[src/design/krp_pkg.sv]
`timescale 1ns / 1ps
`default_nettype none

package krp_pkg;

  localparam int REQ_W    = 2;
  localparam int DIM_W    = 15;
  localparam int CODE_W   = 8;
  localparam int KEY_W    = 2 * DIM_W + 2 * CODE_W;
  localparam int HANDLE_W = 6;
  localparam int STATUS_W = 3;
  localparam int FREED_W  = 7;

  localparam logic [REQ_W-1:0] REQ_ACQUIRE = 2'd0;
  localparam logic [REQ_W-1:0] REQ_RELEASE = 2'd1;
  localparam logic [REQ_W-1:0] REQ_EOF     = 2'd2;
  localparam logic [REQ_W-1:0] REQ_CLEAR   = 2'd3;

  localparam logic [STATUS_W-1:0] STAT_REUSED   = 3'd0;
  localparam logic [STATUS_W-1:0] STAT_CREATED  = 3'd1;
  localparam logic [STATUS_W-1:0] STAT_FULL     = 3'd2;
  localparam logic [STATUS_W-1:0] STAT_RELEASED = 3'd3;
  localparam logic [STATUS_W-1:0] STAT_IGNORED  = 3'd4;
  localparam logic [STATUS_W-1:0] STAT_FRAME    = 3'd5;
  localparam logic [STATUS_W-1:0] STAT_CLEARED  = 3'd6;

  typedef logic [KEY_W-1:0] key_t;

  // Control part of the token that walks down the cell row.
  typedef struct packed {
    logic go;
    logic eof;
    logic done;
    logic created;
  } tok_ctl_t;

endpackage

`default_nettype wire

[src/design/krp_cell.sv]
`timescale 1ns / 1ps
`default_nettype none

module krp_cell import krp_pkg::*; #(
  parameter int IDX = 0,
  parameter int IW  = 6,
  parameter int CW  = 7
) (
  input  wire logic          clk,
  input  wire logic          rst_n,
  input  wire key_t          key_i,
  input  wire logic [CW-1:0] entry_count_i,
  input  wire logic          rel_i,
  input  wire logic [IW-1:0] rel_idx_i,
  input  wire logic          clr_i,
  input  wire tok_ctl_t      tin_ctl_i,
  input  wire logic [IW-1:0] tin_hnd_i,
  input  wire logic [CW-1:0] tin_cnt_i,
  output tok_ctl_t           tout_ctl_o,
  output logic [IW-1:0]      tout_hnd_o,
  output logic [CW-1:0]      tout_cnt_o
);

  key_t          key_r;
  logic          busy_r;
  logic          busy_nxt;
  tok_ctl_t      ctl_r;
  tok_ctl_t      ctl_nxt;
  logic [IW-1:0] hnd_r;
  logic [IW-1:0] hnd_nxt;
  logic [CW-1:0] cnt_r;
  logic [CW-1:0] cnt_nxt;

  logic live;
  logic search;
  logic hit;
  logic make;
  logic drop;
  logic rel_here;

  assign live     = CW'(IDX) < entry_count_i;
  assign search   = tin_ctl_i.go && !tin_ctl_i.eof && !tin_ctl_i.done;
  assign hit      = search && live && !busy_r && (key_r == key_i);
  // The first cell past the live entries takes the new key.
  assign make     = search && !live;
  assign drop     = tin_ctl_i.go && tin_ctl_i.eof && live && busy_r;
  assign rel_here = rel_i && (rel_idx_i == IW'(IDX));

  always_comb begin
    if (clr_i || rel_here) begin
      busy_nxt = 1'b0;
    end else if (hit || make) begin
      busy_nxt = 1'b1;
    end else if (drop) begin
      busy_nxt = 1'b0;
    end else begin
      busy_nxt = busy_r;
    end

    ctl_nxt         = tin_ctl_i;
    ctl_nxt.done    = tin_ctl_i.done || hit || make;
    ctl_nxt.created = tin_ctl_i.created || make;
    hnd_nxt         = (hit || make) ? IW'(IDX) : tin_hnd_i;
    cnt_nxt         = drop ? tin_cnt_i + CW'(1) : tin_cnt_i;
  end

  always_ff @(posedge clk) begin
    if (!rst_n) begin
      busy_r <= 1'b0;
      ctl_r  <= '0;
    end else begin
      busy_r <= busy_nxt;
      ctl_r  <= ctl_nxt;
    end
  end

  always_ff @(posedge clk) begin
    hnd_r <= hnd_nxt;
    cnt_r <= cnt_nxt;
    if (make) begin
      key_r <= key_i;
    end
  end

  assign tout_ctl_o = ctl_r;
  assign tout_hnd_o = hnd_r;
  assign tout_cnt_o = cnt_r;

endmodule

`default_nettype wire

[config.mk]
export PLATFORM = sky130hd
export DESIGN_NAME = krp_cell
export DESIGN_NICKNAME = d
export VERILOG_FILES = /design/src/design/krp_pkg.sv /design/src/design/krp_cell.sv
export SDC_FILE = /design/constraint.sdc
export NUM_CORES = 1
export LEC_CHECK = 0
export ABC_AREA = 1
export BUFFER_PORTS_ARGS = -buffer_cell sky130_fd_sc_hd__buf_2
export CAP_MARGIN = 5
export CORE_UTILIZATION = 54
export CTS_CLUSTER_DIAMETER = 200
export CTS_CLUSTER_SIZE = 40
export DETAILED_ROUTE_END_ITERATION = 12
export PLACE_DENSITY = 0.83
export SLEW_MARGIN = 10
export SYNTH_ARGS = -nofsm -noshare
export SYNTH_HDL_FRONTEND = slang
export SYNTH_SLANG_ARGS = --single-unit
[constraint.sdc]
create_clock -name clk -period 6.3 [get_ports clk]
set_clock_uncertainty 0.2 [all_clocks]
set_input_delay 0.945 -clock clk [delete_from_list [all_inputs] [get_ports clk]]
set_output_delay 0.945 -clock clk [all_outputs]
set_load 0.02 [all_outputs]
# After elaboration in Yosys (flattened, before gate mapping)

Index checks and enable logic that the tools add are counted.

Register bits: 64
Input bits: 80

Bitwise gates (word level): 1
Mux-type cells: 3
Magnitude comparators: 1
Eq/ne operators: 1
Reduce and logical (&&, ||, !) cells: 22
Add/sub/neg operators: 1

Operator list:

| cell                | count |
|---|---|
| $eq 46x46->1        | 1 |
| $logic_and 1x1->1   | 10 |
| $add 7x1->7 const B | 1 |
| $lt 1x7->1 const A  | 1 |
| $mux 7              | 1 |
| $logic_not 6->1     | 1 |
| $logic_or 1x1->1    | 5 |
| $logic_not 1->1     | 4 |
| $mux 1              | 2 |
| $reduce_bool 2->1   | 1 |
| $reduce_or 2->1     | 1 |
| $not 1->1           | 1 |

# Longest topological paths before layout

Word-level depth: 8
Mapped depth: 12
Mapped depth without buffers: 12

# Least setup slack after synthesis

No wires, ideal clock.

Path kind: input to register
Start point: input entry_count_i[0]
End point: register hnd_r[0], in the netlist tout_hnd_o[0]
Path buffers: 0
Path slack: 2.150 ns
Data arrival time: 3.833 ns
Required time: 5.983 ns
Library setup time: 0.117 ns
Stages: 6
Path through: nor3_1 nand2_1 nor2_1 inv_1 nand2_2 nor2_1

Elaborated cells on any way between the ends: 7

RTL lines:

| what                 | line           | text |
|---|---|---|
| from (decl)          | krp_cell.sv:12 | `input wire logic [CW-1:0] entry_count_i,` |
| $lt 1x7->1           | krp_cell.sv:41 | `assign live = CW'(IDX) < entry_count_i;` |
| $logic_not 1->1      | krp_cell.sv:45 | `assign make = search && !live;` |
| $logic_and 1x1->1    | krp_cell.sv:45 |  |
| net make             | krp_cell.sv:37 | `logic make;` |
| $logic_or 1x1->1     | krp_cell.sv:63 | `hnd_nxt = (hit \|\| make) ? IW'(IDX) : tin_hnd_i;` |
| to (signal assigned) | krp_cell.sv:78 | `hnd_r <= hnd_nxt;` |
| to (decl)            | krp_cell.sv:29 | `logic [IW-1:0] hnd_r;` |

The timed path passes the listed nets, and every way through them passes these cells.
A chain may end at the register's enable or synchronous reset.

# Worst setup path in the final report

Start point: input entry_count_i[0]
End point: register hnd_r[1], in the netlist tout_hnd_o[1]

The elaborated chain is that of the path after synthesis.

==> run metrics <==
CP Max Fanout 48; Post-Synth Adder-Cell Area 0.00427; CTS tree yes; initial core utilization 0.566; DR pass1 iterations 4; Final Slew Violations 0; Overflow after GRT 0; switching share of power 0.217; Int Power 0.000679 W; post-CTS sizing 0; GRT Overall Usage 0.211; Die H 75.6 um; max-cap violations 0; routed length per instance 10.7 um; fraction of registers with async set or reset after synthesis 0; cell taking the most area after synthesis edfxtp_1; Mapped Area 2930 um2; most frequent cells in the layout buf_2, nand2_1, inv_1, nor2_1, edfxtp_1; top cell type's share of synthesized area 0.472; I/O pin total 97; die area 5720 um2; Synthesis Warnings 0; quantity of hold-fixing buffers added after cts 0; CTS max path bufs 2; synth top area cells edfxtp_1, dfxtp_1, nand2_1, inv_1, nor2_1; nets 523; post-CTS setup buffers 0; fraction of synthesized area in multiplexers 0.00385; Hold Path Class flop to flop; Worst Path Required 6.32 ns; Clk network pwr share 0.384; Routed WL 5510 um; HPWL after DPL 4180 um; Clock Pin Slew Worst Setup and Hold Paths 0.06 ns; minimum clock period 2.41 ns; period utilization 0.383; Yosys reg bits 64; WHS 0.409 ns; largest family of logic cells by synthesized area simple AND/OR/NAND/NOR gates; simple-gate share of the synthesized area 0.238; vias in the first global route 2165; Post-Syn Instances 334; # setup viols final 0; XOR/XNOR Fraction of Synth Area 0.0479; startpoint types input port; drt drc 0; critical path capture point type flop; RSZ-0062 raised after global routing no; global-route wire length before repair 8740 um; Max Clk Rate 414 MHz; critical path arrival 2.43 ns; Ant. Diodes 0; Syn-to-layout area delta 26.6%; TritonCTS buffer count 9; EDFF count, synth 46; commonest non-fill, non-tap cell in the layout buf_2; part of the power in combinational logic 0.087; core region area 5170 um2; vias 2276; multi-input logic area 905 um2; # fillers 398; largest net degree at the start of global routing 49; Most used DFF post-synth edfxtp_1; power per cell area 234 nW/um2; Pleak 1.89 nW; vias per cell 4.40; layout cells sized above 1 0.268; Avg Cell Area, Syn 8.77 um2; setup TNS 0 ns; Hold Violations, Final 0; worst vdd ir 0.000150 V; syn_nets 415; antenna violations before repair 0; antenna viol nets, final 0; power share of the sequential group 0.528; clk_lat worst skew 0.32 ns; gp weighted congestion 0.778; clk root buf clkbuf_8; Die Wd 75.6 um; IO buf count 96; Worst-Margin Slew 0.616 ns; Critical Setup Path Class input port to flop; DR iter-0 viols 94; Seq/Total Area, Yosys 0.595; register area 1740 um2; Num Clock Sinks 64; status completed; Worst slew margin 0.589; Switch Pwr 0.000188 W; H-tree Lvls 3; Distinct cells, synth 21; area fraction in compound gates after synthesis 0.0120; Core Rows 26
## worst max-delay path: stages
cell and delay [ns]:
buf_2 0.11, nor3_1 0.17, nand2_1 0.18, nor2_4 0.11, buf_4 0.50, inv_1 0.18
nand2_2 0.16, nor2_1 0.06
## through the flow
step            util  instance area (um2)  setup slack [ns]  instances  power [W]
4_1_cts        0.716                 3710              3.90        517   0.000876
3_5_place_dp   0.679                 3510              3.55        501   0.000543
2_1_floorplan      -                 2930              2.15        334   0.000500
3_3_place_gp   0.679                 3510              3.59        501   0.000541
5_1_grt        0.716                 3710              3.70        517   0.000904
6_report       0.716                 3710              3.89        517   0.000866
## per-layer routing
metal	GRT usage	wire, um
met1	0.237	2400
met5	0	0
met3	0.0767	399
met2	0.372	2700
met4	0.0741	19
## synth_stat cells, drive strengths merged, types with 2 or more instances
cell	n
nor2	55
or2	3
edfxtp	46
nand3	6
nand4	6
xor2	2
o21ai	4
dfxtp	18
inv	77
xnor2	14
nor3	2
nand2	95
## flip-flops by register name, indices dropped and copies added (netlist names)
register	flops
key_r	46
tout_cnt_o	7
tout_hnd_o	6
tout_ctl_o	4
busy_r	1
## power groups by stage
stage               clock network, W  registers (W)   logic, W
finish                      0.000333       0.000458  0.0000758
global route                0.000360       0.000458  0.0000857
CTS                         0.000341       0.000458  0.0000767
detailed placement                 0       0.000467  0.0000764
global placement                   0       0.000467  0.0000738
floorplan                          0       0.000475  0.0000249
## cells by family (layout without fill, tap and decap cells)
family,Yosys count,in the layout
AND/OR/NAND/NOR,169,169
XOR/XNOR,16,16
buffers and inverters,77,190
flip-flops,64,64
multiplexers,1,1
adder cells (fa/ha/maj),1,1
AO/OA/AOI/OAI,6,6
## worst paths after layout
| path | from | to | slack (ns) | cells past startpoint |
|---|---|---|---|---|
| min reg2reg | busy_r | tout_cnt_o[0] | 0.41 | 2 |
| min | busy_r | tout_cnt_o[0] | 0.41 | 2 |
| max reg2reg | key_r[24] | tout_hnd_o[1] | 4.71 | 10 |
| max | entry_count_i[0] | tout_hnd_o[1] | 3.89 | 8 |
## area by class of cell
cell class | instances | area share
multi-input combinational | 193 | 0.244
clock inverter | 2 | 0.00304
tap | 70 | 0.0236
inverter | 77 | 0.0780
timing repair buffer | 97 | 0.132
clock buffer | 14 | 0.0496
sequential | 64 | 0.470
(Power assumes the default switching activity.)
